## config.mk

```make
export PLATFORM = sky130hd
export DESIGN_NAME = fpli_div_cell
export DESIGN_NICKNAME = d
export VERILOG_FILES = /design/src/rtl/core/fixed_point_line_intersection_macros.svh /design/src/rtl/core/fpli_pkg.sv /design/src/rtl/core/fpli_div_cell.sv
export SDC_FILE = /design/constraint.sdc
export NUM_CORES = 1
export LEC_CHECK = 0
export CAP_MARGIN = 20
export CORE_ASPECT_RATIO = 1.5
export CORE_UTILIZATION = 27
export CTS_CLUSTER_DIAMETER = 80
export DETAILED_ROUTE_END_ITERATION = 10
export DONT_BUFFER_PORTS = 1
export PLACE_DENSITY = 0.46
export SLEW_MARGIN = 10
export SYNTH_ARGS = -nofsm -noshare
export SYNTH_HDL_FRONTEND = slang
export SYNTH_SLANG_ARGS = --single-unit
```

## constraint.sdc

```tcl
create_clock -name clock -period 5.3 [get_ports clock]
set_input_delay 1.325 -clock clock [delete_from_list [all_inputs] [get_ports clock]]
set_output_delay 1.325 -clock clock [all_outputs]
set_load 0.03 [all_outputs]
```

## src/rtl/core/fixed_point_line_intersection_macros.svh

```systemverilog
// Assertion macros for the fixed-point line intersection block.
// They are used by the top level only. Synthesis sees empty bodies.
`ifndef FIXED_POINT_LINE_INTERSECTION_MACROS_SVH
`define FIXED_POINT_LINE_INTERSECTION_MACROS_SVH
`ifndef SYNTHESIS
`define FPLI_ASSERT_NOW(label, clk, rst, ante, cons, msg) \
   label: assert property (@(posedge clk) disable iff (rst) (ante) |-> (cons)) \
      else $error(msg);
`define FPLI_ASSERT_NEXT(label, clk, rst, ante, cons, msg) \
   label: assert property (@(posedge clk) disable iff (rst) (ante) |=> (cons)) \
      else $error(msg);
`else
`define FPLI_ASSERT_NOW(label, clk, rst, ante, cons, msg)
`define FPLI_ASSERT_NEXT(label, clk, rst, ante, cons, msg)
`endif
`endif

```

## src/rtl/core/fpli_pkg.sv

```systemverilog
// Shared constants, payload types and the saturation helper for the
// line intersection block. No dependencies.
package fpli_pkg;

   localparam int WORD_W        = 32;
   localparam int WIDE_W        = 64;
   localparam int FRAC_BITS_DEF = 12;
   localparam int COORD_BITS    = 32;
   // Saturation width is held between 16 and 32 bits.
   localparam int SAT_W = (COORD_BITS > 32) ? 32 : ((COORD_BITS < 16) ? 16 : COORD_BITS);

   localparam logic signed [WIDE_W-1:0] SAT_MAX =
      $signed((64'd1 << (SAT_W - 1)) - 64'd1);
   localparam logic signed [WIDE_W-1:0] SAT_MIN = -SAT_MAX - 64'sd1;

   typedef logic signed [WORD_W-1:0] word_type;

   typedef struct packed {
      logic     first_vertical;
      word_type first_slope;
      word_type first_offset;
      logic     second_vertical;
      word_type second_slope;
      word_type second_offset;
   } req_type;

   // Travels beside the divider: everything needed after the quotient is known.
   typedef struct packed {
      logic     hit;
      logic     use_div;
      logic     neg;
      word_type x;
      word_type m;
      word_type n;
   } side_type;

   typedef struct packed {
      logic     intersects;
      word_type cross_x;
      word_type cross_y;
   } result_type;

   function automatic word_type sat_word(input logic signed [WIDE_W-1:0] v);
      word_type r;
      priority if (v > SAT_MAX) begin
         r = SAT_MAX[WORD_W-1:0];
      end else if (v < SAT_MIN) begin
         r = SAT_MIN[WORD_W-1:0];
      end else begin
         r = v[WORD_W-1:0];
      end
      return r;
   endfunction

endpackage

```

## src/rtl/core/fpli_div_cell.sv

```systemverilog
// One cell of the divider chain: retires one quotient bit per beat and
// hands remainder, partial quotient and sideband to the next cell. Uses fpli_pkg.
module fpli_div_cell #(
   parameter int NW = fpli_pkg::WORD_W + fpli_pkg::FRAC_BITS_DEF
) (
   input  logic                          clock,
   input  logic                          reset,
   input  logic                          en,
   input  logic                          in_valid,
   input  logic [fpli_pkg::WORD_W-1:0]   rem_i,
   input  logic [NW-1:0]                 work_i,
   input  logic [fpli_pkg::WORD_W-1:0]   den_i,
   input  fpli_pkg::side_type            side_i,
   output logic                          valid_ff,
   output logic [fpli_pkg::WORD_W-1:0]   rem_ff,
   output logic [NW-1:0]                 work_ff,
   output logic [fpli_pkg::WORD_W-1:0]   den_ff,
   output fpli_pkg::side_type            side_ff
);

   localparam int W = fpli_pkg::WORD_W;

   logic [W:0]    cand;
   logic [W:0]    diff;
   logic          ge;
   logic [W-1:0]  rem_in;
   logic [NW-1:0] work_in;

   // The next dividend bit shifts into the remainder; the quotient bit
   // shifts into the low end of the work word in its place.
   always_comb begin
      cand    = {rem_i, work_i[NW-1]};
      diff    = cand - {1'b0, den_i};
      ge      = cand >= {1'b0, den_i};
      rem_in  = ge ? diff[W-1:0] : cand[W-1:0];
      work_in = {work_i[NW-2:0], ge};
   end

   always_ff @(posedge clock) begin
      if (reset) begin
         valid_ff <= 1'b0;
      end else if (en) begin
         valid_ff <= in_valid;
      end
   end

   always_ff @(posedge clock) begin
      if (en) begin
         rem_ff  <= rem_in;
         work_ff <= work_in;
         den_ff  <= den_i;
         side_ff <= side_i;
      end
   end

endmodule

```

==> flow_summary.toml <==
[run_status]
status = "finished, final reports clean"

[worst_setup_path]
cp_max_fo = 4
start_kind = "primary input"
cp.required_ns = 5.56
path_class = "in2reg"
endpoint = "rem_ff[30]"
arrival_ns = 4.35
crit_start = "work_i[43]"
endpoint_kind = "flip-flop"
crit_chain = "inv_1 > ha_1 > fa_1 > nand2b_1 > a21oi_1 > o21ai_0 > o311a_1 > a31oi_1 > a21oi_1 > o41ai_1 > xor2_1 > mux2_1"
reg2reg_depth = 2
max_stage_delay_ns = 0.41
worst_r2r_startpoint = "valid_ff"
crit_top_cell = "a21oi_1"
r2r_end = "valid_ff"
cpMaxStageDelayCell = "fa_1"
reg2reg_slack_ns = 4.53

[timing]
grt_setup_unrepaired = "no"
finalHoldViolCount = 0
fin_setup_tns_ns = 0
finalMaxSlewViolations = 0
fmax_mhz = 244
timing.final.crit_period_ns = 4.09
worstMarginPinSlew_ns = 0.458
setup_viol = 0
fin_skew_ns = 0
relSlewSlack_pct = 69.2
fin_crit_sh_pct = 77.2

[placement]
gp_congestion = 0.816
dp_hpwl_um = 16200
port_buffers = 0
placed_area_sq_um = 8900

[global_route]
track_usage_pct = 12.4
grt_pass1_vias = 4589
top_usage_layer = "met2"
grt_overflow_total = 0
met2_usage_pct = 22.2
grt_pass1_wl_um = 29500
met3_usage_pct = 4.47
grtUsageMet1_pct = 13.4
grt_max_degree = 209
antenna_found_initial = 0

[synthesis]
yosys.area.top_type_share_pct = 73.5
synth_top_area_cell = "edfxtp_1"
seq_area_frac_synth_pct = 73.7
syn_avg_cell_area_sq_um = 15.3
synth-edff-count = 207
synth_async_sr_flop_share_pct = 0
synth_flop_cell = "edfxtp_1"
ys_top_cells_by_area = "edfxtp_1 (74%), ha_1 (4.7%), a21oi_1 (3.2%)"
syn_nets = 797
yosysWarnings = 0
synthDistinctLibCells = 48
syn_inst = 553
ys_seq_elements = 208
synth_area_sq_um = 8460

[finish]
drive_above_1_share_pct = 7.64
n_antenna_cell = 0
multi_input_area_sq_um = 1990
fin_nets = 806
fin_area_sq_um = 9580
seq_area_sq_um = 6240
syn_to_final_growth_pct = 13.3
finalCoreUtilization_pct = 31.0
nFillCells = 3028

[floorplan]
initial_core_util_pct = 27.3
die_w_um = 147
die_height_um = 219
top_level_ports = 419
fp.coreArea_sq_um = 30900
die_area_sq_um = 32000
row_count = 79

[power]
leakage_nw = 3.44
ir_worst_vdd_v = 0.000318
powerDensity_nw_per_um2 = 434

[clock_tree]
h-tree-depth = 1
cts_resized = 0
cts-hold-fix-buffers = 0
cts_tree = "built"
cts_made_buffers = 21
clkSinkCount = 208
clk_latency_ns = 0.51
post_cts_buffers = 0
root_buffer = "clkbuf_16"
path_clk_slew_ns = 0.07
clock_path_buffers = 3

[detailed_routing]
postRouteAntennaNets = 0
finalWirelength_um = 21500
drt_first_pass_iters = 4
post_drt_wl_per_cell_um = 21.9
vias = 4636
vias_per_cell = 4.73
drcViolationCount = 0
drt-initial-drc-count = 311

[flow_run]
cap_violations = 0

[worst_hold_path]
hold_path_class = "reg2reg"
[layout make-up]
cell class	count	area share, %
Clock inverter	12	1.49
Inverter	38	1.49
Clock buffer	25	5.64
Timing Repair Buffer	3	0.235
Tap cell	405	5.29
Multi-Input combinational cell	290	20.8
Sequential cell	208	65.1
[how the worst min path moves through the flow]
stage | slack [ns] | cells past startpoint | start | endpoint
after CTS | 0.66 | 2 | valid_ff | valid_ff
after floorplan | 0.63 | 2 | valid_ff | valid_ff
after global placement | 0.65 | 2 | valid_ff | valid_ff
final | 0.66 | 2 | valid_ff | valid_ff
after detailed placement | 0.66 | 2 | valid_ff | valid_ff
after global routing | 0.68 | 2 | valid_ff | valid_ff
[synthesized netlist by cell type, types with 3 or more instances]
master,count
a21o_1,12
o21ai_0,16
clkbuf_1,5
nor4_1,4
mux2i_1,3
nand2b_1,4
o21bai_1,3
a21oi_1,54
ha_1,32
buf_2,8
a31oi_1,5
nand4_1,7
o211ai_1,4
o21a_1,6
edfxtp_1,207
a211oi_1,3
xnor2_1,16
nand2_1,27
mux2_1,4
inv_1,38
nand3_1,8
buf_4,3
nor2_1,37
mux2_2,6
xor2_1,11
[flip-flops by register name, indices dropped and copies added, names as in the netlist]
name and flops:
rem_ff 32, den_ff 32, work_ff 44, valid_ff 1
side_ff 99
[worst max-delay path: cells and delay by family]
| kind | cells | cell delay [ns] |
|---|---|---|
| simple gates | 1 | 0.19 |
| buf+inv | 1 | 0.02 |
| xor+xnor | 1 | 0.12 |
| fa+ha+maj | 2 | 0.63 |
| mux | 1 | 0.32 |
| compound gates | 6 | 1.75 |
[logic make-up after synthesis]
| logic type | Yosys count | share of synthesized area, % |
|---|---|---|
| AO/OA/AOI/OAI | 118 | 8.70 |
| buffers and inverters | 55 | 2.71 |
| adder cells (fa/ha/maj) | 33 | 4.97 |
| flip-flops | 208 | 73.7 |
| multiplexers | 13 | 1.69 |
| AND/OR/NAND/NOR | 99 | 5.40 |
| XOR/XNOR | 27 | 2.80 |
[layout by cell type, fill, tap and decap left out, types with 4 or more instances in the layout]
cell type,n
inv_1,38
ha_1,32
o211ai_1,4
nor4_1,4
nand4_1,7
nand3_1,8
o21ai_0,16
mux2_1,4
mux2_2,6
clkbuf_1,4
a31oi_1,5
xor2_1,11
nor2_1,37
o21a_1,6
xnor2_1,16
a21oi_1,54
nand2_1,27
edfxtp_1,207
nand2b_1,4
clkbuf_16,21
a21o_1,12
[routing by layer]
| metal | wire, um | share of wire (%) |
|---|---|---|
| met5 | 0 | 0 |
| met1 | 7970 | 37 |
| met2 | 11200 | 52 |
| met3 | 1920 | 8.9 |
| met4 | 473 | 2.2 |
[power by group]
part	internal, mW	switching (mW)
combinational	0.125	0.175
sequential	2.00	0.370
clock	0.878	0.612
total	3.01	1.16
[through the flow]
step | setup WS [ns] | hold WS (ns) | total power, mW | instances
finish | 1.21 | 0.655 | 4.16 | 981
global route | 1.02 | 0.684 | 4.33 | 981
CTS | 1.24 | 0.664 | 4.24 | 981
detailed placement | 0.698 | 0.656 | 2.71 | 944
global placement | 0.799 | 0.651 | 2.71 | 944
floorplan | 1.20 | 0.630 | 2.61 | 553
No activity file was read; power rests on OpenSTA's default activity.
