==> src/rtl/core/fixed_point_line_intersection_macros.svh <==
// Assertion macros for the fixed-point line intersection block.
// They are used by the top level only. Synthesis sees empty bodies.
`ifndef FIXED_POINT_LINE_INTERSECTION_MACROS_SVH
`define FIXED_POINT_LINE_INTERSECTION_MACROS_SVH
`ifndef SYNTHESIS
`define FPLI_ASSERT_NOW(label, clk, rst, ante, cons, msg) \
   label: assert property (@(posedge clk) disable iff (rst) (ante) |-> (cons)) \
      else $error(msg);
`define FPLI_ASSERT_NEXT(label, clk, rst, ante, cons, msg) \
   label: assert property (@(posedge clk) disable iff (rst) (ante) |=> (cons)) \
      else $error(msg);
`else
`define FPLI_ASSERT_NOW(label, clk, rst, ante, cons, msg)
`define FPLI_ASSERT_NEXT(label, clk, rst, ante, cons, msg)
`endif
`endif

==> src/rtl/core/fpli_pkg.sv <==
// Shared constants, payload types and the saturation helper for the
// line intersection block. No dependencies.
package fpli_pkg;

   localparam int WORD_W        = 32;
   localparam int WIDE_W        = 64;
   localparam int FRAC_BITS_DEF = 12;
   localparam int COORD_BITS    = 32;
   // Saturation width is held between 16 and 32 bits.
   localparam int SAT_W = (COORD_BITS > 32) ? 32 : ((COORD_BITS < 16) ? 16 : COORD_BITS);

   localparam logic signed [WIDE_W-1:0] SAT_MAX =
      $signed((64'd1 << (SAT_W - 1)) - 64'd1);
   localparam logic signed [WIDE_W-1:0] SAT_MIN = -SAT_MAX - 64'sd1;

   typedef logic signed [WORD_W-1:0] word_type;

   typedef struct packed {
      logic     first_vertical;
      word_type first_slope;
      word_type first_offset;
      logic     second_vertical;
      word_type second_slope;
      word_type second_offset;
   } req_type;

   // Travels beside the divider: everything needed after the quotient is known.
   typedef struct packed {
      logic     hit;
      logic     use_div;
      logic     neg;
      word_type x;
      word_type m;
      word_type n;
   } side_type;

   typedef struct packed {
      logic     intersects;
      word_type cross_x;
      word_type cross_y;
   } result_type;

   function automatic word_type sat_word(input logic signed [WIDE_W-1:0] v);
      word_type r;
      priority if (v > SAT_MAX) begin
         r = SAT_MAX[WORD_W-1:0];
      end else if (v < SAT_MIN) begin
         r = SAT_MIN[WORD_W-1:0];
      end else begin
         r = v[WORD_W-1:0];
      end
      return r;
   endfunction

endpackage

==> src/rtl/core/fpli_eval.sv <==
// Back end: signs and saturates the quotient, then evaluates y on the
// chosen line over three registered stages. Depends on fpli_pkg.
module fpli_eval #(
   parameter int FRAC_BITS = fpli_pkg::FRAC_BITS_DEF
) (
   input  logic                                    clock,
   input  logic                                    reset,
   input  logic                                    en,
   input  logic                                    in_valid,
   input  logic [fpli_pkg::WORD_W+FRAC_BITS-1:0]   quot_i,
   input  fpli_pkg::side_type                      side_i,
   output logic                                    valid_ff,
   output fpli_pkg::result_type                    res_ff
);

   localparam int W  = fpli_pkg::WORD_W;
   localparam int WW = fpli_pkg::WIDE_W;

   logic [WW-1:0]         q64;
   logic signed [WW-1:0]  qs;
   fpli_pkg::word_type    x1_in;
   logic signed [2*W-1:0] prod_in;
   logic signed [WW-1:0]  shifted;
   logic signed [WW-1:0]  sum;
   fpli_pkg::word_type    term;
   fpli_pkg::word_type    y_in;

   logic                  valid1_ff;
   logic                  valid2_ff;
   logic                  hit1_ff;
   logic                  hit2_ff;
   fpli_pkg::word_type    x1_ff;
   fpli_pkg::word_type    m1_ff;
   fpli_pkg::word_type    n1_ff;
   fpli_pkg::word_type    x2_ff;
   fpli_pkg::word_type    n2_ff;
   logic signed [2*W-1:0] prod2_ff;

   always_comb begin
      q64   = WW'(quot_i);
      qs    = side_i.neg ? -$signed(q64) : $signed(q64);
      x1_in = ~side_i.hit ? '0 :
              (side_i.use_div ? fpli_pkg::sat_word(qs) : side_i.x);

      prod_in = m1_ff * x1_ff;

      // Arithmetic shift floors toward minus infinity.
      shifted = WW'(prod2_ff) >>> FRAC_BITS;
      term    = fpli_pkg::sat_word(shifted);
      sum     = WW'(term) + WW'(n2_ff);
      y_in    = hit2_ff ? fpli_pkg::sat_word(sum) : '0;
   end

   always_ff @(posedge clock) begin
      if (reset) begin
         valid1_ff <= 1'b0;
         valid2_ff <= 1'b0;
         valid_ff  <= 1'b0;
      end else if (en) begin
         valid1_ff <= in_valid;
         valid2_ff <= valid1_ff;
         valid_ff  <= valid2_ff;
      end
   end

   always_ff @(posedge clock) begin
      if (en) begin
         hit1_ff  <= side_i.hit;
         x1_ff    <= x1_in;
         m1_ff    <= side_i.m;
         n1_ff    <= side_i.n;
         hit2_ff  <= hit1_ff;
         x2_ff    <= x1_ff;
         n2_ff    <= n1_ff;
         prod2_ff <= prod_in;
         res_ff.intersects <= hit2_ff;
         res_ff.cross_x    <= x2_ff;
         res_ff.cross_y    <= y_in;
      end
   end

endmodule

==> config.mk <==
export PLATFORM = sky130hd
export DESIGN_NAME = fpli_eval
export DESIGN_NICKNAME = d
export VERILOG_FILES = /design/src/rtl/core/fixed_point_line_intersection_macros.svh /design/src/rtl/core/fpli_pkg.sv /design/src/rtl/core/fpli_eval.sv
export SDC_FILE = /design/constraint.sdc
export NUM_CORES = 2
export LEC_CHECK = 0
export BUFFER_PORTS_ARGS = -buffer_cell sky130_fd_sc_hd__buf_2
export CORE_MARGIN = 2
export CORE_UTILIZATION = 55
export DETAILED_ROUTE_END_ITERATION = 10
export GPL_TIMING_DRIVEN = 0
export PLACE_DENSITY = 0.72
export SETUP_SLACK_MARGIN = 0.2
export SYNTH_ARGS = -nofsm -noshare
export SYNTH_HDL_FRONTEND = slang
export SYNTH_SLANG_ARGS = --single-unit
==> constraint.sdc <==
create_clock -name clock -period 8.49 [get_ports clock]
set_input_delay 1.2735 -clock clock [delete_from_list [all_inputs] [get_ports clock]]
set_output_delay 1.2735 -clock clock [all_outputs]
set_load 0.1 [all_outputs]
==> impl_metrics.csv <==
group,metric,value,unit
outcome,status,"complete, no violations",
clock_tree,hold_buffers,0,
yosys,synth_top_cells_by_area,"fa_1 45%, edfxtp_1 17%, inv_1 7.9%, and2_1 6.8%, ha_1 5.5%",
placement,dp_hpwl,134000,um
clock_tree,cts.sinks,282,
setup_path,critPathRequiredTime,8.81,ns
cells_and_area,fill_cells,7282,
clock_tree,clk_latency,0.64,ns
clock_tree,numCtsBuffers,35,
cells_and_area,syn_to_final_growth,11.8,%
cells_and_area,final_layout_size_suffix_gt1_share,13.6,%
yosys,synth_top_area_share,44.8,%
yosys,synth_top_area_cell,"fa_1",
cells_and_area,multiInputGateArea,35700,um2
drt,drt_iter0_drc,3186,
clock_tree,clk_pin_slew,0.06,ns
clock_tree,clock-root-buffer,"clkbuf_16",
drt,wl,167000,um
yosys,synth_xor_area_share,2.32,%
timing,rsz0062_at_grt,"true",
flow_run,maxCapViolCount,0,
drt,dr.pass1.iters,7,
yosys,synth_compound_area_share,5.44,%
yosys,synthAdderAreaFrac,50.3,%
setup_path,crit_type,"register to register",
grt,grt_antenna_before_repair,18,
grt,grt_max_degree,129,
cells_and_area,fin_area,54100,um2
setup_path,critPathCaptureType,"register",
timing,setup_slack,0.201,ns
yosys,synth_edf_count,279,
cells_and_area,regArea,8440,um2
min_path,hold_path.class,"register to register",
placement,place_congestion,1.01,
timing,finalCritPeriodShare,97.6,%
floorplanning,row_count,108,
placement,place_area,51000,um2
floorplanning,initial_core_util,55.6,%
placement,place_ws,-1.63,ns
clock_tree,cts-htree-levels,2,
clock_tree,cts_tree,"done",
timing,setup_viol,0,
placement,port_buffers,212,
drt,routedWlPerCell,26.4,um
grt,grt_pass1_wl,244000,um
drt,antenna_left,0,
timing,hold_violations,0,
yosys,yosysWarnings,0,
grt,globalRouteTotalUtil,38.0,%
floorplanning,dieArea,90300,um2
timing,fin_crit,8.29,ns
setup_path,crit_arrival,8.61,ns
yosys,syn_area_per_cell,10.1,um2
yosys,yosysSeqAreaShare,17.4,%
yosys,synth_area,48400,um2
timing,worst_pin_slew,0.961,ns
floorplanning,fp.dieW,301,um
yosys,ys_types,77,
placement,dp.cells,6142,
grt,grt_pass1_vias,38000,
grt,grt-ovfl-total,0,
drt,vias,36400,
yosys,synthFlopType,"edfxtp_1",
timing,fmax,121,MHz
drt,viasPerCell,5.75,
timing,slew_headroom,35.6,%
setup_path,crit_path_start_kind,"register",
drt,drc,0,
setup_path,cp_max_fo,10,
clock_tree,cts_buffer_depth,3,
yosys,syn_inst,4773,
timing,finClkSkew,0.0715,ns
yosys,synth_top_family_by_area,"adder cells",
yosys,syn_nets,6215,
yosys,synthSimpleGateAreaFrac,14.6,%
floorplanning,core_area,87000,um2
yosys,ys_top_cells_by_count,"1082 x fa_1, 1020 x inv_1, 640 x nand2_1, 522 x and2_1, 279 x edfxtp_1",
floorplanning,io_pins,213,
yosys,synth-async-reset-ratio,0,%
yosys,synth_most_common_cell,"fa_1",
cells_and_area,nets,6565,
timing,slew_viol_final,0,
floorplanning,die_h,301,um
yosys,ys_ff_latch,282,
yosys,synth.area.mux_share,0.127,%
cells_and_area,instances_no_fill,6326,
-- worst paths after layout --
check                          startpoint                     end  slack [ns]  cells past startpoint
hold / removal         n1_ff[9]$_DFFE_PP_      n2_ff[9]$_DFFE_PP_        0.38                      0
setup reg to reg  x1_ff[26]$_SDFFCE_PN0P_  prod2_ff[59]$_DFFE_PP_        0.20                     22
hold reg to reg        n1_ff[9]$_DFFE_PP_      n2_ff[9]$_DFFE_PP_        0.38                      0
setup / recovery  x1_ff[26]$_SDFFCE_PN0P_  prod2_ff[59]$_DFFE_PP_        0.20                     22
-- metrics by stage --
stage / hold slack [ns] / util, % / setup TNS, ns
global placement: 0.401 / 58.5 / -22.27
floorplan: 0.400 / - / 0
global route: 0.400 / 62.1 / 0
CTS: 0.379 / 61.4 / 0
finish: 0.382 / 62.2 / 0
detailed placement: 0.405 / 58.6 / -22.72
-- layout by cell type, fill, tap and decap left out, types with 21 or more instances in the layout --
cell type  Yosys  routed
fa_1        1082    1059
inv_1       1020    1014
nand2_1      640     635
and2_1       522     522
edfxtp_1     279     279
buf_2          4     250
ha_1         213     195
o21ai_0      118     112
xnor2_1       97      97
buf_4          0      94
a21oi_1       99      89
nor2_1        88      87
clkbuf_2       0      84
clkbuf_1     217      42
a21o_1        38      38
clkbuf_4       0      36
clkbuf_16      0      35
xor2_1        31      31
a21oi_2       23      29
fa_2           0      23
diode_2        0      21
-- critical path, cell delays in order (launching register included) --
cell	delay (ns)
edfxtp_1	0.63
clkbuf_2	0.52
nand2_1	0.15
fa_1	0.56
inv_1	0.06
fa_1	0.57
fa_1	0.44
fa_1	0.53
fa_1	0.46
fa_2	0.62
fa_1	0.49
fa_1	0.55
ha_2	0.32
nand2_1	0.15
o21ai_2	0.10
a221o_1	0.40
a21oi_2	0.18
nand3_1	0.10
or2_2	0.31
a311o_2	0.42
buf_4	0.18
a31oi_2	0.17
xnor2_1	0.09
-- logic make-up (layout without fill, tap and decap cells) --
kind of cell,Yosys count,count (layout)
AO/OA/AOI/OAI,405,405
XOR/XNOR,128,128
adder cells (fa/ha/maj),1295,1295
buffers and inverters,1249,1626
flip-flops,282,282
multiplexers,6,6
other,0,21
AND/OR/NAND/NOR,1408,1408
-- cell type report --
| type | count | area share [%] |
|---|---|---|
| Multi-Input combinational cell | 3242 | 65.9 |
| Sequential cell | 282 | 15.6 |
| Inverter | 1021 | 7.11 |
| Timing Repair Buffer | 314 | 3.86 |
| Tap cell | 1155 | 2.67 |
| Buffer | 227 | 2.52 |
| Clock buffer | 42 | 1.67 |
| Clock inverter | 22 | 0.567 |
| Antenna cell | 21 | 0.0971 |
-- routing by layer --
metal	vias up	track usage, %	routed length (um)
met1	18600	48.6	61400
met4	16	27.5	14600
met5	-	0	102
met2	2002	58.0	75700
li1	15200	-	-
met3	591	7.80	15100
-- flip-flops by register name (all words and copies together), names as in the netlist, 32 cells and up --
name / flops
m1_ff: 32
n2_ff: 32
x2_ff: 32
x1_ff: 32
res_ff: 65
n1_ff: 32
prod2_ff: 52
-- repair_timing --
action                                  4_1_cts  5_1_grt
cloned                                        0        0
resized for setup                           270      200
endpoints found under the setup margin       35       17
pin swaps                                    10       38
buffers inserted                             64       36
Power is left out: the tool's default activity adds up to more than one toggle a clock period on the data nets, which glitch-free logic cannot reach.
