==> src/rtl/core/fixed_point_line_intersection_macros.svh <==
// Assertion macros for the fixed-point line intersection block.
// They are used by the top level only. Synthesis sees empty bodies.
`ifndef FIXED_POINT_LINE_INTERSECTION_MACROS_SVH
`define FIXED_POINT_LINE_INTERSECTION_MACROS_SVH
`ifndef SYNTHESIS
`define FPLI_ASSERT_NOW(label, clk, rst, ante, cons, msg) \
   label: assert property (@(posedge clk) disable iff (rst) (ante) |-> (cons)) \
      else $error(msg);
`define FPLI_ASSERT_NEXT(label, clk, rst, ante, cons, msg) \
   label: assert property (@(posedge clk) disable iff (rst) (ante) |=> (cons)) \
      else $error(msg);
`else
`define FPLI_ASSERT_NOW(label, clk, rst, ante, cons, msg)
`define FPLI_ASSERT_NEXT(label, clk, rst, ante, cons, msg)
`endif
`endif

==> src/rtl/core/fpli_pkg.sv <==
// Shared constants, payload types and the saturation helper for the
// line intersection block. No dependencies.
package fpli_pkg;

   localparam int WORD_W        = 32;
   localparam int WIDE_W        = 64;
   localparam int FRAC_BITS_DEF = 12;
   localparam int COORD_BITS    = 32;
   // Saturation width is held between 16 and 32 bits.
   localparam int SAT_W = (COORD_BITS > 32) ? 32 : ((COORD_BITS < 16) ? 16 : COORD_BITS);

   localparam logic signed [WIDE_W-1:0] SAT_MAX =
      $signed((64'd1 << (SAT_W - 1)) - 64'd1);
   localparam logic signed [WIDE_W-1:0] SAT_MIN = -SAT_MAX - 64'sd1;

   typedef logic signed [WORD_W-1:0] word_type;

   typedef struct packed {
      logic     first_vertical;
      word_type first_slope;
      word_type first_offset;
      logic     second_vertical;
      word_type second_slope;
      word_type second_offset;
   } req_type;

   // Travels beside the divider: everything needed after the quotient is known.
   typedef struct packed {
      logic     hit;
      logic     use_div;
      logic     neg;
      word_type x;
      word_type m;
      word_type n;
   } side_type;

   typedef struct packed {
      logic     intersects;
      word_type cross_x;
      word_type cross_y;
   } result_type;

   function automatic word_type sat_word(input logic signed [WIDE_W-1:0] v);
      word_type r;
      priority if (v > SAT_MAX) begin
         r = SAT_MAX[WORD_W-1:0];
      end else if (v < SAT_MIN) begin
         r = SAT_MIN[WORD_W-1:0];
      end else begin
         r = v[WORD_W-1:0];
      end
      return r;
   endfunction

endpackage

==> src/rtl/core/fpli_prep.sv <==
// Front stage: classifies the line pair and sets up the divider operands.
// Depends on fpli_pkg.
module fpli_prep #(
   parameter int FRAC_BITS = fpli_pkg::FRAC_BITS_DEF
) (
   input  logic                                            clock,
   input  logic                                            reset,
   input  logic                                            en,
   input  logic                                            in_valid,
   input  fpli_pkg::req_type                               req_in,
   output logic                                            valid_ff,
   output logic [fpli_pkg::WORD_W+FRAC_BITS-1:0]           work_ff,
   output logic [fpli_pkg::WORD_W-1:0]                     den_ff,
   output fpli_pkg::side_type                              side_ff
);

   localparam int W  = fpli_pkg::WORD_W;
   localparam int WW = fpli_pkg::WIDE_W;
   localparam int NW = W + FRAC_BITS;

   fpli_pkg::word_type  lhs;
   logic signed [W:0]   num;
   logic signed [W:0]   den;
   logic [W:0]          num_abs;
   logic [W:0]          den_abs;
   logic                parallel;
   logic                flat_first;
   logic [NW-1:0]       work_in;
   logic [W-1:0]        den_in;
   fpli_pkg::side_type  side_in;

   always_comb begin
      parallel = (req_in.first_vertical & req_in.second_vertical) |
                 (~req_in.first_vertical & ~req_in.second_vertical &
                  (req_in.first_slope == req_in.second_slope));
      flat_first = ~req_in.first_vertical && (req_in.first_slope == '0);

      // A horizontal first line fixes y at its saturated intercept.
      lhs = flat_first ? fpli_pkg::sat_word(WW'(req_in.first_offset)) : req_in.first_offset;
      num = $signed({lhs[W-1], lhs}) -
            $signed({req_in.second_offset[W-1], req_in.second_offset});
      den = $signed({req_in.second_slope[W-1], req_in.second_slope}) -
            $signed({req_in.first_slope[W-1], req_in.first_slope});
      num_abs = num[W] ? -num : num;
      den_abs = den[W] ? -den : den;

      work_in = NW'(num_abs[W-1:0]) << FRAC_BITS;
      den_in  = den_abs[W-1:0];

      side_in.hit     = ~parallel;
      side_in.use_div = ~parallel & ~req_in.first_vertical & ~req_in.second_vertical;
      side_in.neg     = num[W] ^ den[W];
      side_in.x       = req_in.first_vertical ?
                        fpli_pkg::sat_word(WW'(req_in.first_offset)) :
                        fpli_pkg::sat_word(WW'(req_in.second_offset));
      side_in.m       = req_in.first_vertical ? req_in.second_slope : req_in.first_slope;
      side_in.n       = req_in.first_vertical ? req_in.second_offset : req_in.first_offset;
   end

   always_ff @(posedge clock) begin
      if (reset) begin
         valid_ff <= 1'b0;
      end else if (en) begin
         valid_ff <= in_valid;
      end
   end

   always_ff @(posedge clock) begin
      if (en) begin
         work_ff <= work_in;
         den_ff  <= den_in;
         side_ff <= side_in;
      end
   end

endmodule

==> config.mk <==
export PLATFORM = sky130hd
export DESIGN_NAME = fpli_prep
export DESIGN_NICKNAME = d
export VERILOG_FILES = /design/src/rtl/core/fixed_point_line_intersection_macros.svh /design/src/rtl/core/fpli_pkg.sv /design/src/rtl/core/fpli_prep.sv
export SDC_FILE = /design/constraint.sdc
export NUM_CORES = 1
export LEC_CHECK = 0
export BUFFER_PORTS_ARGS = -buffer_cell sky130_fd_sc_hd__buf_2
export CORE_ASPECT_RATIO = 1.2
export CORE_UTILIZATION = 55
export CTS_BUF_LIST = sky130_fd_sc_hd__clkbuf_4 sky130_fd_sc_hd__clkbuf_8
export DETAILED_ROUTE_END_ITERATION = 6
export PLACE_DENSITY = 0.83
export REMOVE_ABC_BUFFERS = 1
export SETUP_SLACK_MARGIN = 0.02
export SLEW_MARGIN = 20
export SYNTH_ARGS = -nofsm -noshare
export SYNTH_HDL_FRONTEND = slang
export SYNTH_SLANG_ARGS = --single-unit
==> constraint.sdc <==
create_clock -name clock -period 3.73 [get_ports clock]
set_clock_uncertainty 0.1 [all_clocks]
set_input_delay 0.1865 -clock clock [delete_from_list [all_inputs] [get_ports clock]]
set_output_delay 0.1865 -clock clock [all_outputs]
set_load 0.03 [all_outputs]
==> results.py, run 1 <==
metrics = {
    "status": {
        "outcome": "completed",
    },
    "cells_and_area": {
        "drive_gt1_frac": 0.281,
        "syn_to_final_growth_pct": 34.7,
        "seq_area_mm2": 0.00491,
        "fill_cells": 1369,
        "multiInputGateArea_mm2": 0.00631,
        "final_area_mm2": 0.0158,
        "fin_nets": 1901,
    },
    "timing": {
        "rsz0062_at_grt": "true",
        "timing.final.crit_share": 0.999,
        "timing.fmax_mhz": 268,
        "worst_pin_slew_ps": 678,
        "setup_viol": 0,
        "finalWorstSetupSlack_ps": 3.24,
        "layout_min_cycle_time_ps": 3730,
        "slew_headroom": 0.548,
        "hold_viol": 0,
        "maxSlewViolCount": 0,
        "finalSetupTns_ps": 0,
    },
    "run": {
        "maxCapViolations": 0,
    },
    "grt": {
        "overflow": 0,
        "grt.met1_usage": 0.361,
        "grt_max_degree": 99,
        "use_met2": 0.595,
        "grt_pass1_vias": 11400,
        "grt_use_total": 0.326,
        "antenna_found_initial": 1,
        "grt_pass1_wl_um": 56000,
        "grt-busiest-layer": "met2",
        "grtUsageMet3": 0.0512,
    },
    "place": {
        "port_buffers": 297,
        "place_ws_ps": -127,
        "post-dp-hpwl_um": 24800,
        "dpl-instance-area_mm2": 0.0137,
        "place.gp.congestion": 0.985,
    },
    "power_and_ir_drop": {
        "leakagePower_nw": 6.83,
        "combPwrFrac": 0.419,
        "p_total_mw": 6.39,
        "seqPwrFrac": 0.388,
        "power.internal_mw": 3.85,
        "switching_share": 0.398,
        "p_clk_frac": 0.194,
        "cellPowerDensity_mw_per_mm2": 405,
        "peakVddDrop_v": 0.000302,
        "switchingPower_mw": 2.54,
    },
    "floorplan": {
        "die_h_um": 162,
        "start_util": 0.561,
        "core_mm2": 0.0209,
        "die_w_um": 135,
        "rows": 58,
        "dieArea_mm2": 0.0219,
        "ios": 310,
    },
    "cts": {
        "cts_tree": "done",
        "ctsRootBufferMaster": "clkbuf_8",
        "path_clk_slew_ps": 90,
        "cts_buffer_depth": 2,
        "htreeDepth": 4,
        "clk-insertion-delay-late_ps": 450,
        "cts_buffers": 17,
        "cts_num_sinks": 164,
    },
    "routing": {
        "post_drt_wl_per_cell_um": 18.5,
        "routed_wl_um": 36700,
        "drc": 0,
        "drt_pass1_iterations": 7,
        "vias": 11600,
        "viasPerCell": 5.84,
        "drt-initial-drc-count": 1058,
        "ant_nets": 0,
    },
    "yosys": {
        "syn-cell-area_mm2": 0.0117,
        "yosys.cell_count.top_type": "edfxtp_1",
        "ys_seq_area_frac": 0.420,
        "synth_ff_type": "edfxtp_1",
        "syn_inst": 1247,
        "synthArstFlopShare": 0,
        "synth.area.top_cells": "edfxtp_1, ha_1, xnor2_1",
        "ys_warn_count": 0,
        "syn_avg_cell_area_um2": 9.39,
        "synth_edf_count": 163,
        "synth_seq_cells": 164,
        "synth_top_area_frac": 0.418,
        "synth.distinct_cells": 80,
        "synthTopCellsByCount": "edfxtp_1, nand2_1, o21ai_0",
        "synth_area_leader_cell": "edfxtp_1",
    },
    "critical_path": {
        "cp-start-kind": "primary input",
        "end_kind": "register",
        "crit_fanout": 21,
        "crit_arrival_ps": 3830,
        "rr_worst_depth": 3,
        "required_ps": 3840,
        "critical_path_class": "primary input to register",
    },
    "worst_hold_path": {
        "hold_class": "primary input to register",
        "hold_depth": 3,
    },
}
## placed cells by master (no fill, tap or decap), types with 8 or more instances in the layout
master         netlist  layout
buf_2                7     295
o21ai_1              7      11
clkbuf_8             0      17
mux2_2              34      35
a31oi_1             19      17
nand3_1             17      17
or3_1                8       8
conb_1               1      12
o211ai_1            13      13
a21o_1              16      16
nand2_1            137     136
edfxtp_1           163     163
xor2_1              42      42
a21oi_1             91      85
nor3_1              25      25
and2_1              15      14
and3_1              15      15
ha_1                66      61
nand4_1             14      14
buf_4               12      61
o21a_1              12      12
nor2_1              70      68
inv_1               90      90
dlygate4sd3_1        0     151
o21ai_0            109     104
nor4_1              11       8
a21oi_2              4       8
xnor2_1             68      66
## power by group through the flow
stage / combinational [mW] / clock, mW / sequential (mW)
global placement: 2.32 / 0 / 2.51
finish: 2.68 / 1.24 / 2.48
floorplan: 1.05 / 0 / 3.05
CTS: 2.53 / 1.25 / 2.47
global route: 2.84 / 1.30 / 2.50
detailed placement: 2.39 / 0 / 2.51
## registers in the layout, indices dropped and copies added, names as in the netlist
| register | cells |
|---|---|
| den_ff | 32 |
| side_ff | 99 |
| valid_ff | 1 |
| work_ff | 32 |
## critical path: stages
cell and delay [ps]:
dlygate4sd3_1 530, buf_2 110, inv_1 50, ha_1 460
o211ai_1 170, a21oi_2 260, o211ai_1 170, buf_4 180
a2111oi_4 420, o41a_1 240, o21ai_1 90, o2111ai_1 310
and2_4 230, buf_12 150, a31oi_1 70, xor2_1 180
## metal layers
layer | share of wire | wire length (um) | vias to the layer above
met4 | 0.045 | 1670 | 0
li1 | - | - | 5371
met3 | 0.074 | 2720 | 154
met2 | 0.52 | 19200 | 645
met1 | 0.36 | 13100 | 5404
met5 | 0 | 0 | -
## repair_timing
action,CTS,global route
endpoints found under the setup margin,0,39
gates resized for setup,0,51
hold endpoints to repair,95,0
setup buffers,0,1
hold buffers,151,0
## cell type report
type                    count  area share
inverters                  90      0.0214
clock inverters            14     0.00745
well taps                 270      0.0214
diodes                      1    0.000159
multi-input cells         915       0.400
clock buffers              17      0.0148
flip-flops and latches    164       0.312
repair buffers            511       0.223
## stage by stage
stage               utilization  instances  hold slack (ps)
floorplan                     -       1168              159
global placement          0.654       1797              245
detailed placement        0.654       1797              245
CTS                       0.743       1979             2.31
global route              0.755       1981             31.2
finish                    0.755       1982             7.16
## path summary, 6_finish.rpt
kind                                  start     endpoint  slack, ps
worst max-delay path              req_in[3]  work_ff[39]          3
worst max register to register     valid_ff     valid_ff       2440
worst min register to register     valid_ff     valid_ff       1010
worst min-delay path            req_in[113]  side_ff[48]          7
## kinds of logic (layout without fill, tap and decap cells)
family	after synthesis	count (layout)	synth area share
other	1	13	0.000320
muxes	37	38	0.0357
buffers and inverters	180	632	0.0655
and+or+nand+nor	352	352	0.146
DFF	164	164	0.420
AOI/OAI and AO/OA	335	335	0.177
adders and majority gates	68	68	0.0739
xor gates and xnor gates	110	110	0.0822
No activity file was read; power rests on OpenSTA's default activity.
==> run 2: changes to the inputs <==
--- a/config.mk
+++ b/config.mk
@@ -12,7 +12,7 @@
 export DETAILED_ROUTE_END_ITERATION = 6
 export PLACE_DENSITY = 0.83
 export REMOVE_ABC_BUFFERS = 1
-export SETUP_SLACK_MARGIN = 0.02
+export SETUP_SLACK_MARGIN = 0.05
 export SLEW_MARGIN = 20
 export SYNTH_ARGS = -nofsm -noshare
 export SYNTH_HDL_FRONTEND = slang
==> results.py, run 2 (same netlist as run 1, synthesis figures left out) <==
metrics = {
    "cells_and_area": {
        "fin_nets": 1903,
        "reg_top3": "side_ff x99, den_ff x32, work_ff x32",
        "syn_to_final_growth_pct": 35.1,
        "final_core_utilization": 0.757,
        "top_register": "side_ff",
        "fill_cells": 1366,
        "final_common_cell": "buf_2",
        "drive_gt1_frac": 0.281,
        "largest_reg_flops": 99,
        "final_cell_mix": "buf_2, edfxtp_1, dlygate4sd3_1, nand2_1, o21ai_0",
    },
    "timing": {
        "hold_slack_ps": 46.7,
        "finalSetupTns_ps": 0,
        "finalWorstSetupSlack_ps": 127,
        "hold_viol": 0,
        "timing.fmax_mhz": 278,
        "rsz0062_at_grt": "true",
        "timing.final.crit_share": 0.966,
        "slew_headroom": 0.554,
        "setup_viol": 0,
        "layout_min_cycle_time_ps": 3600,
        "worst_pin_slew_ps": 670,
        "maxSlewViolCount": 0,
    },
    "critical_path": {
        "cp-start-kind": "primary input",
        "rr_worst_depth": 3,
        "critical_path_class": "primary input to register",
        "crit_arrival_ps": 3730,
        "r2r_slack_ps": 2450,
        "end_kind": "register",
        "r2r_end": "valid_ff",
        "crit_fanout": 9,
        "required_ps": 3860,
        "r2r-start": "valid_ff",
    },
    "routing": {
        "drt-initial-drc-count": 1048,
        "vias": 11600,
        "ant_nets": 0,
        "routed_wl_um": 37000,
        "post_drt_wl_per_cell_um": 18.6,
        "drc": 0,
        "drt_pass1_iterations": 7,
        "viasPerCell": 5.86,
    },
    "status": {
        "outcome": "completed",
    },
    "power_and_ir_drop": {
        "cellPowerDensity_mw_per_mm2": 405,
        "leakagePower_nw": 6.85,
        "p_total_mw": 6.41,
        "peakVddDrop_v": 0.000300,
    },
    "worst_hold_path": {
        "hold_class": "primary input to register",
        "hold_depth": 3,
        "hold_path_startpoint": "req_in[125]",
        "hold_end": "side_ff[60]",
    },
    "grt": {
        "grt_pass1_wl_um": 56300,
        "antenna_found_initial": 2,
        "grt_use_total": 0.327,
        "grt_max_degree": 99,
        "grt_pass1_vias": 11500,
        "overflow": 0,
    },
    "cts": {
        "cts_buffers": 17,
        "htreeDepth": 4,
        "ctsRootBufferMaster": "clkbuf_8",
        "cts_buffer_depth": 2,
        "path_clk_slew_ps": 110,
        "cts_tree": "done",
        "cts_num_sinks": 164,
        "clk-insertion-delay-late_ps": 460,
    },
    "place": {
        "port_buffers": 297,
        "post-dp-hpwl_um": 24800,
        "place_ws_ps": -127,
        "place.gp.congestion": 0.985,
    },
    "floorplan": {
        "die_w_um": 135,
        "dieArea_mm2": 0.0219,
        "ios": 310,
        "core_mm2": 0.0209,
        "start_util": 0.561,
        "rows": 58,
        "die_h_um": 162,
    },
    "run": {
        "maxCapViolations": 0,
    },
}
## run 2: worst max-delay path by stage
stage | from | endpoint | slack [ps] | cells after the start
6_report | req_in[16] | work_ff[41] | 130 | 15
5_1_grt | req_in[16] | work_ff[41] | -70 | 15
4_1_cts | req_in[5] | work_ff[39] | 60 | 14
3_5_place_dp | req_in[32] | den_ff[29] | -130 | 16
3_3_place_gp | req_in[0] | work_ff[43] | 70 | 13
2_1_floorplan | req_in[65] | work_ff[30] | 270 | 13
## run 2: critical path, cell delays in order
cell	delay [ps]
dlygate4sd3_1	530
buf_2	120
inv_1	50
ha_1	420
a21oi_1	170
o21ai_1	170
a221oi_1	320
o21ai_0	180
or3_1	370
a211oi_2	280
nand2_1	170
buf_4	180
nor4_1	300
nor2_1	100
xor2_1	150
## run 2: area by class of cell
| type | instances | area [um2] | share of cell area |
|---|---|---|---|
| Antenna cell | 2 | 5.00 | 0.000316 |
| Clock buffer | 17 | 234 | 0.0148 |
| Clock inverter | 14 | 118 | 0.00743 |
| Inverter | 90 | 338 | 0.0213 |
| Multi-Input combinational cell | 915 | 6350 | 0.401 |
| Sequential cell | 164 | 4910 | 0.310 |
| Tap cell | 270 | 338 | 0.0213 |
| Timing Repair Buffer | 513 | 3530 | 0.223 |
## run 2: what timing repair did
| item | 4_1_cts | 5_1_grt |
|---|---|---|
| gates resized for setup | 0 | 55 |
| setup endpoints to repair | 0 | 49 |
| hold buffers | 151 | 0 |
| endpoints found under the hold margin | 95 | 0 |
| setup buffers | 0 | 3 |
## run 2: power breakdown
part | total [mW] | internal, mW | leakage [nW] | switching (mW)
clock | 1.24 | 0.475 | 0.167 | 0.768
sequential | 2.48 | 2.38 | 1.60 | 0.0932
combinational | 2.69 | 0.994 | 5.08 | 1.69
total | 6.41 | 3.85 | 6.85 | 2.56
## run 2: through the flow
stage	cell area, um2	instances
6_report	15800	1985
5_1_grt	15800	1984
4_1_cts	15500	1979
3_5_place_dp	13700	1797
3_3_place_gp	13700	1797
2_1_floorplan	11300	1168
## run 2: routing by layer
layer / part of all wire / global-route usage
met3: 0.069 / 0.0499
met5: 0 / 0
met2: 0.52 / 0.593
met4: 0.047 / 0.169
met1: 0.36 / 0.366
